--- src/design/loop_record_segmenter_defines.svh ---
// Assertion macros for the loop record segmenter.
`ifndef LOOP_RECORD_SEGMENTER_DEFINES_SVH
`define LOOP_RECORD_SEGMENTER_DEFINES_SVH

// Expression must hold at every clock edge out of reset.
`define LRS_ASSERT(label, expr, msg) \
  label: assert property (@(posedge clk) disable iff (!rst_n) (expr)) else $error(msg);

// Antecedent true implies consequent on the next clock edge.
`define LRS_ASSERT_NEXT(label, ante, cons, msg) \
  label: assert property (@(posedge clk) disable iff (!rst_n) (ante) |=> (cons)) \
    else $error(msg);

`endif

--- src/design/lrs_pkg.sv ---
package lrs_pkg;

  localparam int MAX_SEGMENTS = 64;
  localparam int SEG_CNT_W    = $clog2(MAX_SEGMENTS + 1);
  localparam int POS_W        = 32;
  localparam int DIV_CNT_W    = $clog2(POS_W);

  typedef enum logic [1:0] {
    ST_IDLE,
    ST_DIV,
    ST_EMIT
  } lrs_state_t;

  typedef struct packed {
    logic load;
    logic div_step;
    logic emit;
  } lrs_cmd_t;

  typedef struct packed {
    logic skip;      // empty range or empty loop
    logic need_div;  // range starts at or after loop start
    logic div_done;  // final remainder step this cycle
    logic seg_last;  // segment being emitted is the final one
  } lrs_sts_t;

endpackage

--- src/design/lrs_ctrl.sv ---
module lrs_ctrl (
  input  logic            clk,
  input  logic            rst_n,
  input  logic            start,
  input  lrs_pkg::lrs_sts_t sts,
  output lrs_pkg::lrs_cmd_t cmd,
  output logic            busy
);

  lrs_pkg::lrs_state_t state_r, state_nxt;

  always_ff @(posedge clk) begin
    if (!rst_n) begin
      state_r <= lrs_pkg::ST_IDLE;
    end else begin
      state_r <= state_nxt;
    end
  end

  always_comb begin
    state_nxt    = state_r;
    cmd          = '0;
    busy         = 1'b1;
    case (state_r)
      lrs_pkg::ST_IDLE: begin
        busy = 1'b0;
        if (start) begin
          cmd.load = 1'b1;
          if (!sts.skip) begin
            state_nxt = sts.need_div ? lrs_pkg::ST_DIV : lrs_pkg::ST_EMIT;
          end
        end
      end
      lrs_pkg::ST_DIV: begin
        cmd.div_step = 1'b1;
        if (sts.div_done) begin
          state_nxt = lrs_pkg::ST_EMIT;
        end
      end
      lrs_pkg::ST_EMIT: begin
        cmd.emit = 1'b1;
        if (sts.seg_last) begin
          state_nxt = lrs_pkg::ST_IDLE;
        end
      end
      default: begin
        state_nxt = lrs_pkg::ST_IDLE;
      end
    endcase
  end

endmodule

--- src/design/lrs_datapath.sv ---
module lrs_datapath (
  input  logic                       clk,
  input  logic                       rst_n,
  input  lrs_pkg::lrs_cmd_t          cmd,
  output lrs_pkg::lrs_sts_t          sts,
  input  logic [lrs_pkg::POS_W-1:0]  in_raw_start,
  input  logic [lrs_pkg::POS_W-1:0]  in_total_length,
  input  logic [lrs_pkg::POS_W-1:0]  in_loop_start,
  input  logic [lrs_pkg::POS_W-1:0]  in_loop_length,
  output logic                       out_valid,
  output logic [lrs_pkg::POS_W-1:0]  out_source_offset,
  output logic [lrs_pkg::POS_W-1:0]  out_segment_length,
  output logic [lrs_pkg::POS_W:0]    out_logical_start,
  output logic                       out_in_loop,
  output logic                       out_last,
  output logic                       out_truncated
);

  localparam int W = lrs_pkg::POS_W;

  logic [W-1:0]                   rs_r, ls_r, ll_r, left_r, done_r, rem_r, dvd_r;
  logic [lrs_pkg::DIV_CNT_W-1:0]  cnt_r;
  logic [lrs_pkg::SEG_CNT_W-1:0]  seg_n_r;
  logic                           pre_r;
  logic                           valid_r;
  logic [W-1:0]                   src_r, len_r;
  logic [W:0]                     place_r;
  logic                           inloop_r, last_r, trunc_r;

  logic [W-1:0] gap, room, lim, len;
  logic [W:0]   place, trial, diff;
  logic [W-1:0] rem_step;
  logic         fin, cap, ge;

  // segment length and placement from current state
  assign gap   = ls_r - rs_r;
  assign room  = ll_r - rem_r;
  assign lim   = pre_r ? gap : room;
  assign len   = (left_r < lim) ? left_r : lim;
  assign place = pre_r ? {1'b0, rs_r} : ({1'b0, ls_r} + {1'b0, rem_r});
  assign fin   = (len == left_r);
  assign cap   = (seg_n_r == lrs_pkg::SEG_CNT_W'(lrs_pkg::MAX_SEGMENTS - 1));

  // one restoring remainder step
  assign trial    = {rem_r, dvd_r[W-1]};
  assign ge       = (trial >= {1'b0, ll_r});
  assign diff     = trial - {1'b0, ll_r};
  assign rem_step = ge ? diff[W-1:0] : trial[W-1:0];

  always_comb begin
    sts.skip     = (in_total_length == '0) || (in_loop_length == '0);
    sts.need_div = (in_raw_start >= in_loop_start);
    sts.div_done = (cnt_r == '0);
    sts.seg_last = fin || cap;
  end

  always_ff @(posedge clk) begin
    if (!rst_n) begin
      valid_r <= 1'b0;
    end else begin
      valid_r <= cmd.emit;
    end
  end

  always_ff @(posedge clk) begin
    if (cmd.load) begin
      rs_r    <= in_raw_start;
      ls_r    <= in_loop_start;
      ll_r    <= in_loop_length;
      left_r  <= in_total_length;
      done_r  <= '0;
      rem_r   <= '0;
      dvd_r   <= in_raw_start - in_loop_start;
      cnt_r   <= '1;
      seg_n_r <= '0;
      pre_r   <= (in_raw_start < in_loop_start);
    end else if (cmd.div_step) begin
      rem_r <= rem_step;
      dvd_r <= {dvd_r[W-2:0], 1'b0};
      cnt_r <= cnt_r - 1'b1;
    end else if (cmd.emit) begin
      src_r    <= done_r;
      len_r    <= len;
      place_r  <= place;
      inloop_r <= !pre_r;
      last_r   <= fin || cap;
      trunc_r  <= cap && !fin;
      done_r   <= done_r + len;
      left_r   <= left_r - len;
      rem_r    <= '0;
      pre_r    <= 1'b0;
      seg_n_r  <= seg_n_r + 1'b1;
    end
  end

  assign out_valid          = valid_r;
  assign out_source_offset  = src_r;
  assign out_segment_length = len_r;
  assign out_logical_start  = place_r;
  assign out_in_loop        = inloop_r;
  assign out_last           = last_r;
  assign out_truncated      = trunc_r;

endmodule

--- src/design/loop_record_segmenter.sv ---
// Channel   Direction  Ports                                   Handshake
// input     in         in_raw_start, in_total_length,          start & !busy
//                      in_loop_start, in_loop_length
// result    out        out_source_offset, out_segment_length,  out_valid strobe,
//                      out_logical_start, out_in_loop,         one cycle each
//                      out_last, out_truncated
//
// Sequence: the accept cycle, then 32 remainder steps of the serial divider when
// the range starts at or after the loop start, then one segment per cycle;
// the divide is skipped when a plain pre-loop segment comes first.
// An empty range or empty loop frees the block right after the accept cycle.
// Each result is registered and shows in the cycle after it is formed; the next
// item may be taken while the final result is still on the ports.
// Reset: rst_n synchronous, active low; clears the controller and the strobe.
// Stalls: the receiver cannot stall, so results never wait.
`include "loop_record_segmenter_defines.svh"

module loop_record_segmenter (
  input  logic                       clk,
  input  logic                       rst_n,
  input  logic                       start,
  output logic                       busy,
  input  logic [lrs_pkg::POS_W-1:0]  in_raw_start,
  input  logic [lrs_pkg::POS_W-1:0]  in_total_length,
  input  logic [lrs_pkg::POS_W-1:0]  in_loop_start,
  input  logic [lrs_pkg::POS_W-1:0]  in_loop_length,
  output logic                       out_valid,
  output logic [lrs_pkg::POS_W-1:0]  out_source_offset,
  output logic [lrs_pkg::POS_W-1:0]  out_segment_length,
  output logic [lrs_pkg::POS_W:0]    out_logical_start,
  output logic                       out_in_loop,
  output logic                       out_last,
  output logic                       out_truncated
);

  lrs_pkg::lrs_cmd_t cmd;
  lrs_pkg::lrs_sts_t sts;

  // sequencer: idle -> remainder loop (optional) -> one segment per cycle
  lrs_ctrl u_ctrl (
    .clk   (clk),
    .rst_n (rst_n),
    .start (start),
    .sts   (sts),
    .cmd   (cmd),
    .busy  (busy)
  );

  // item registers, serial remainder and segment arithmetic
  lrs_datapath u_dp (
    .clk                (clk),
    .rst_n              (rst_n),
    .cmd                (cmd),
    .sts                (sts),
    .in_raw_start       (in_raw_start),
    .in_total_length    (in_total_length),
    .in_loop_start      (in_loop_start),
    .in_loop_length     (in_loop_length),
    .out_valid          (out_valid),
    .out_source_offset  (out_source_offset),
    .out_segment_length (out_segment_length),
    .out_logical_start  (out_logical_start),
    .out_in_loop        (out_in_loop),
    .out_last           (out_last),
    .out_truncated      (out_truncated)
  );

  // segments are never empty
  `LRS_ASSERT(a_len_nonzero, !out_valid || (out_segment_length != '0), "empty segment")
  // truncation is flagged only on the final segment
  `LRS_ASSERT(a_trunc_last, !out_truncated || !out_valid || out_last, "truncated not last")
  // more segments pending means the block is still working
  `LRS_ASSERT(a_busy_mid, !(out_valid && !out_last) || busy, "idle mid item")
  // an empty item frees the block at once
  `LRS_ASSERT_NEXT(a_skip_idle,
    start && !busy && ((in_total_length == '0) || (in_loop_length == '0)),
    !busy && !out_valid, "empty item kept block busy")

endmodule

--- config.mk ---
export PLATFORM = sky130hd
export DESIGN_NAME = loop_record_segmenter
export DESIGN_NICKNAME = d
export VERILOG_FILES = /design/src/design/lrs_pkg.sv /design/src/design/lrs_ctrl.sv /design/src/design/lrs_datapath.sv /design/src/design/loop_record_segmenter.sv
export VERILOG_INCLUDE_DIRS = /design/src /design/src/design
export SDC_FILE = /design/constraint.sdc
export NUM_CORES = 1
export LEC_CHECK = 0
export BUFFER_PORTS_ARGS = -buffer_cell sky130_fd_sc_hd__buf_2
export CAP_MARGIN = 5
export CORE_UTILIZATION = 55
export CTS_CLUSTER_SIZE = 25
export DETAILED_ROUTE_END_ITERATION = 12
export PLACE_DENSITY = 0.75
export SYNTH_ARGS = -nofsm -noshare
export SYNTH_HDL_FRONTEND = slang
export SYNTH_SLANG_ARGS = --single-unit
--- constraint.sdc ---
create_clock -name clk -period 14.6 [get_ports clk]
set_input_delay 1.46 -clock clk [delete_from_list [all_inputs] [get_ports clk]]
set_output_delay 1.46 -clock clk [all_outputs]
set_load 0.1 [all_outputs]
==> results_dict.tcl, run 1 <==
set metrics [dict create \
    cp_max_fo 36 \
    pin_count 233 \
    crit_arrival_ps 11200 \
    synth_flop_cell "edfxtp_1" \
    synth_area_um2 24900 \
    drt_wl_total_mm 74.4 \
    worstReg2RegStart "u_dp.ls_r[0]" \
    yosys.cell_types.count 85 \
    slowest_delay_ps 440 \
    finalSetupTns_ps 0 \
    cts.sinks 340 \
    synth-seq-area-share_pct 37.8 \
    hold_path_end "u_dp.out_source_offset[17]" \
    async_flop_share_pct 0 \
    final_cell_mix "266 x nand2_1, 261 x edfxtp_1, 240 x ha_1" \
    start_util_pct 56.0 \
    area_growth_pct 12.7 \
    grt.overflow.total 0 \
    path_delay_family "compound AO/OA/AOI/OAI gates" \
    detailed_place_hpwl_mm 57.6 \
    final_common_cell "nand2_1" \
    fmax_ghz 0.0933 \
    final_antenna_net_count 0 \
    first_iter_violations 1657 \
    cp-start-kind "register" \
    yosysWarnings 0 \
    grt_max_degree 86 \
    numPortBuffers 232 \
    cp-startpoint "u_dp.ls_r[0]" \
    crit_top_cell "a21o_1" \
    cts_buffer_depth 3 \
    cts_root_buf "clkbuf_16" \
    post-route-period-util_pct 73.4 \
    stdcell_count 3574 \
    final.setup.worst_slack_ps 3880 \
    hp-start "u_dp.done_r[17]" \
    antenna_found_initial 2 \
    dpl-instance-area_um2 26700 \
    fin_skew_ps 24.1 \
    place.gp.congestion 0.984 \
    dp.cells 3498 \
    hold_viol_final 0 \
    postCtsSetupBuffers 0 \
    worstPathRequired_ps 15080 \
    status "finished, final reports clean" \
    fp.dieH_um 215 \
    drtPass1Iterations 6 \
    fp-row-count 77 \
    hold_depth 0 \
    cts_resized 0 \
    hold_buffers 0 \
    slew_headroom_pct 29.9 \
    fp.dieW_um 215 \
    vias 21900 \
    rsz0062_at_grt "false" \
    clk_pin_slew_ps 60 \
    report.final.slew_viol_count 0 \
    insertion_delay_ps 580 \
    synth_edf_count 261 \
    drive_gt1_share_pct 12.6 \
    ys_ff_latch 340 \
    r2r_setup_slack_ps 3880 \
    synth_nets 3108 \
    globalRouteTotalUtil_pct 31.8 \
    layout_min_cycle_time_ps 10720 \
    tightest_slew_ps 1040 \
    syn_inst 2731 \
    holdCritPathClass "reg -> reg" \
    critPathBufInv 3 \
    wl_per_cell_um 20.8 \
    coreArea_um2 44500 \
    cts_buffers 40 \
    via_per_inst 6.13 \
    synth.avg_cell_area_um2 9.13 \
    die_area_um2 46200 \
    maxCapViolations 0 \
    critPathKind "reg -> reg" \
    setup_viol 0 \
    nFillCells 3776 \
    grt_pass1_vias 21100 \
    crit_path_top_delay_cell "a221o_1" \
    layout.nets 3325 \
    r2r_cells 43 \
    cp-end-kind "register" \
    r2r-end "u_dp.done_r[31]" \
    drc_errors 0 \
    htreeDepth 2 \
    grt_pass1_wl_mm 116 \
    dp_slack_ps 3980 \
    final_area_um2 28100 \
    cts_tree "yes" \
]
kinds of logic (layout without fill, tap and decap cells):
group | Yosys count | count (layout) | synth area share (%)
AO/OA/AOI/OAI | 803 | 803 | 20.6
XOR/XNOR | 185 | 185 | 6.50
adder cells (fa/ha/maj) | 256 | 256 | 12.9
buffers and inverters | 311 | 560 | 4.71
flip-flops | 340 | 340 | 37.8
multiplexers | 74 | 74 | 3.04
other | 0 | 2 | 0
AND/OR/NAND/NOR | 762 | 762 | 14.5
through the flow:
step	utilization, %	hold slack [ps]
6_report	63.1	473
5_1_grt	63.1	485
4_1_cts	63.1	472
3_5_place_dp	60.1	452
3_3_place_gp	60.1	454
2_1_floorplan	-	406
worst reg2reg max path, delay by kind of cell (launching register included):
| kind | cells | cell delay (ps) |
|---|---|---|
| muxes | 2 | 450 |
| adders and majority gates | 5 | 1600 |
| and+or+nand+nor | 8 | 1370 |
| DFF | 1 | 380 |
| AOI/OAI and AO/OA | 24 | 6310 |
| xor gates and xnor gates | 1 | 120 |
| buffers and inverters | 3 | 380 |
Yosys cell counts (27+ instances only):
| master | number | area, um2 |
|---|---|---|
| xor2_1 | 98 | 858 |
| a21o_1 | 95 | 713 |
| nand2b_1 | 32 | 200 |
| nand2_1 | 267 | 1000 |
| mux2i_1 | 63 | 631 |
| a21oi_1 | 210 | 1050 |
| and3_1 | 32 | 200 |
| nor3_1 | 34 | 170 |
| nor2_1 | 188 | 706 |
| inv_1 | 232 | 871 |
| dfxtp_1 | 79 | 1580 |
| clkbuf_1 | 63 | 236 |
| ha_1 | 241 | 3020 |
| o21ai_0 | 204 | 1020 |
| xnor2_1 | 87 | 762 |
| nand4_1 | 27 | 169 |
| o21a_1 | 31 | 233 |
| a31oi_1 | 40 | 250 |
| edfxtp_1 | 261 | 7840 |
| o21bai_1 | 28 | 210 |
| nand3_1 | 48 | 240 |
layout make-up:
class                      instances  area (um2)  share of cell area [%]
multi-input combinational       2080       14400                    51.2
sequential                       340        9420                    33.5
timing repair buffer             253        1320                    4.69
clock buffer                      49        1090                    3.87
inverter                         233         880                    3.13
tap                              592         741                    2.64
clock inverter                    25         255                   0.909
antenna                            2        5.00                  0.0178
how the worst max path moves through the flow:
stage	slack, ps	endpoint	cells past startpoint
2_1_floorplan	4380	u_dp.done_r[29]	47
3_3_place_gp	4340	u_dp.done_r[31]	44
3_5_place_dp	3980	u_dp.done_r[31]	43
4_1_cts	3960	u_dp.done_r[31]	43
5_1_grt	3310	u_dp.left_r[22]	43
6_report	3880	u_dp.done_r[31]	43
layer usage:
layer / up-vias / track usage (%) / routed length (um)
li1: 10400 / - / -
met1: 10500 / 42.6 / 32200
met2: 823 / 52.6 / 34900
met3: 162 / 3.89 / 4620
met4: 0 / 12.0 / 2680
met5: - / 0 / 0
registers in the layout, indices dropped and copies added, names as in the netlist, 2 cells and up:
signal / flops
u_dp.ls_r: 32
u_dp.out_logical_start: 33
u_dp.dvd_r: 32
u_dp.cnt_r: 5
u_dp.seg_n_r: 7
u_ctrl.state_r: 2
u_dp.rs_r: 32
u_dp.out_source_offset: 32
u_dp.left_r: 32
u_dp.rem_r: 32
u_dp.out_segment_length: 32
u_dp.ll_r: 32
u_dp.done_r: 32
Power of run 1 is not shown: default switching activity piles up to over one toggle a cycle in this logic, so the estimate is an artifact.
==> inputs of run 2 (changes only) <==
--- a/config.mk
+++ b/config.mk
@@ -11,7 +11,7 @@
 export CORE_UTILIZATION = 55
 export CTS_CLUSTER_SIZE = 25
 export DETAILED_ROUTE_END_ITERATION = 12
-export PLACE_DENSITY = 0.75
+export PLACE_DENSITY = 0.78
 export SYNTH_ARGS = -nofsm -noshare
 export SYNTH_HDL_FRONTEND = slang
 export SYNTH_SLANG_ARGS = --single-unit
==> constraint.sdc (replaced) <==
create_clock -name clk -period 8.85 [get_ports clk]
set_input_delay 0.885 -clock clk [delete_from_list [all_inputs] [get_ports clk]]
set_output_delay 0.885 -clock clk [all_outputs]
set_load 0.1 [all_outputs]
==> run 2 against run 1 <==
Clock skew rose by 4.0 ps. Wire length increased by 3.1%. Cell area increased by 4.8%. Die area did not move. First-iteration DRC count up 12%. Global-route usage increased by 1.0 points. Sequential cell count did not move. Register-to-register slack lost 4100 ps. Non-clock buffer count rose by 124. Sequential share of layout area fell by 1.5 points. Final cell count up 3.5%. Core utilization up 3.1 points. The run now ends with setup timing left.
==> results_dict.tcl, run 2 (synthesis gave the netlist of run 1 again) <==
set metrics [dict create \
    pin_count 233 \
    cts_buffers 41 \
    htreeDepth 2 \
    path_delay_family "compound AO/OA/AOI/OAI gates" \
    report.final.slew_viol_count 0 \
    cts.sinks 340 \
    cp-start-kind "register" \
    crit_top_cell "a21o_1" \
    fp.dieW_um 215 \
    place.gp.congestion 0.989 \
    globalRouteTotalUtil_pct 32.8 \
    cts_root_buf "clkbuf_16" \
    r2r_cells 44 \
    via_per_inst 6.03 \
    holdCritPathClass "reg -> reg" \
    cp_max_fo 4 \
    worstPathRequired_ps 9360 \
    worstReg2RegStart "u_dp.ls_r[0]" \
    drtPass1Iterations 6 \
    drc_errors 0 \
    dp_slack_ps -412 \
    vias 22300 \
    crit_path_top_delay_cell "a221o_1" \
    drt_wl_total_mm 76.7 \
    final.setup.worst_slack_ps -242 \
    r2r-end "u_dp.done_r[29]" \
    final_common_cell "nand2_1" \
    slowest_delay_ps 410 \
    insertion_delay_ps 590 \
    drive_gt1_share_pct 18.0 \
    regArea_um2 9420 \
    crit_arrival_ps 9610 \
    critPathBufInv 4 \
    fin_skew_ps 28.1 \
    fp-row-count 77 \
    slew_headroom_pct 26.6 \
    rsz0062_at_grt "true" \
    cp-startpoint "u_dp.ls_r[0]" \
    cp.depth 44 \
    r2r_setup_slack_ps -240 \
    start_util_pct 56.0 \
    antenna_found_initial 7 \
    violations "setup timing" \
    clk_pin_slew_ps 60 \
    numPortBuffers 232 \
    setup_viol 5 \
    cts_tree "yes" \
    critPathKind "reg -> reg" \
    final_antenna_net_count 0 \
    grt_pass1_wl_mm 120 \
    grt.overflow.total 0 \
    hold_depth 0 \
    crit_path_end "u_dp.done_r[29]" \
    fp.dieH_um 215 \
    layout_min_cycle_time_ps 9090 \
    first_iter_violations 1862 \
    maxCapViolations 0 \
    status "complete, but fails checks" \
    grt_pass1_vias 21900 \
    tightest_slew_ps 1090 \
    wl_per_cell_um 20.7 \
    layout.nets 3450 \
    fmax_ghz 0.110 \
    largest_reg_flops 33 \
    multi_input_area_um2 14800 \
    post-route-period-util_pct 103 \
    final_cell_mix "264 x nand2_1, 261 x edfxtp_1, 234 x ha_1" \
    die_area_um2 46200 \
    nFillCells 3671 \
    hold_viol_final 0 \
    detailed_place_hpwl_mm 58.7 \
    grt_max_degree 102 \
    coreArea_um2 44500 \
    cts_buffer_depth 3 \
    area_growth_pct 18.1 \
    cp-end-kind "register" \
]
[run 2: cell count changes in the layout (fill, tap and decap cells not counted), moves of 4 or more]
cell     delta
a21oi_2     +7
buf_4     +119
ha_1        -6
a21oi_1     -7
a31oi_1     -5
inv_6       -4
o21ai_2     +4
o21ai_0    -12
a31oi_2     +5
o21ai_1     +6
o31ai_1     -4
[run 2: what timing repair did]
| item | 4_1_cts | 5_1_grt |
|---|---|---|
| setup endpoints to repair | 17 | 38 |
| setup buffers | 8 | 12 |
| gates resized for setup | 14 | 60 |
| hold buffers | 0 | 0 |
| pin swaps | 33 | 42 |
[run 2: how the worst min path moves through the flow]
stage                            start                    endpoint
floorplan               u_dp.done_r[1]   u_dp.out_source_offset[1]
global route        in_loop_length[31]               u_dp.ll_r[31]
global placement        u_dp.done_r[3]   u_dp.out_source_offset[3]
CTS                 in_loop_length[27]               u_dp.ll_r[27]
detailed placement     u_dp.done_r[16]  u_dp.out_source_offset[16]
finish                 u_dp.done_r[24]  u_dp.out_source_offset[24]
[run 2: layout make-up]
cell class / count / share of cell area [%]
Clock inverter: 22 / 0.705
Multi-Input combinational cell: 2080 / 50.1
Tap cell: 592 / 2.51
Antenna cell: 2 / 0.0170
Inverter: 233 / 2.99
Sequential cell: 340 / 32.0
Timing Repair Buffer: 377 / 7.74
Clock buffer: 54 / 3.96
[run 2: through the flow]
stage | setup TNS, ps | utilization [%] | instance area, um2 | instances | hold slack, ps
after floorplan | -20.6 | - | 25000 | 2731 | 406
after global placement | -269 | 62.0 | 27600 | 3602 | 452
after detailed placement | -2520 | 62.0 | 27600 | 3602 | 453
after CTS | -560 | 65.4 | 29100 | 3686 | 465
after global routing | -3300 | 66.2 | 29500 | 3700 | 472
final | -953 | 66.2 | 29500 | 3700 | 472
[run 2: per-layer routing]
layer  track usage, %  vias up  share of wire (%)  wire length [um]
li1                 -    10600                  -                 -
met4             11.5        0                3.4              2600
met5                0        -                  0                 0
met1             43.0    10700                 43             33000
met2             55.4      771                 48             36500
met3             4.61      162                6.0              4590
[run 2: worst register-to-register path: cells and delay by family, from the launching register on]
family	cells	cell delay, ps
compound gates	22	4690
xor+xnor	2	260
flops	1	400
simple gates	7	1150
fa+ha+maj	5	1420
mux	4	660
buf+inv	4	450
Power of run 2 is left out for the same reason.
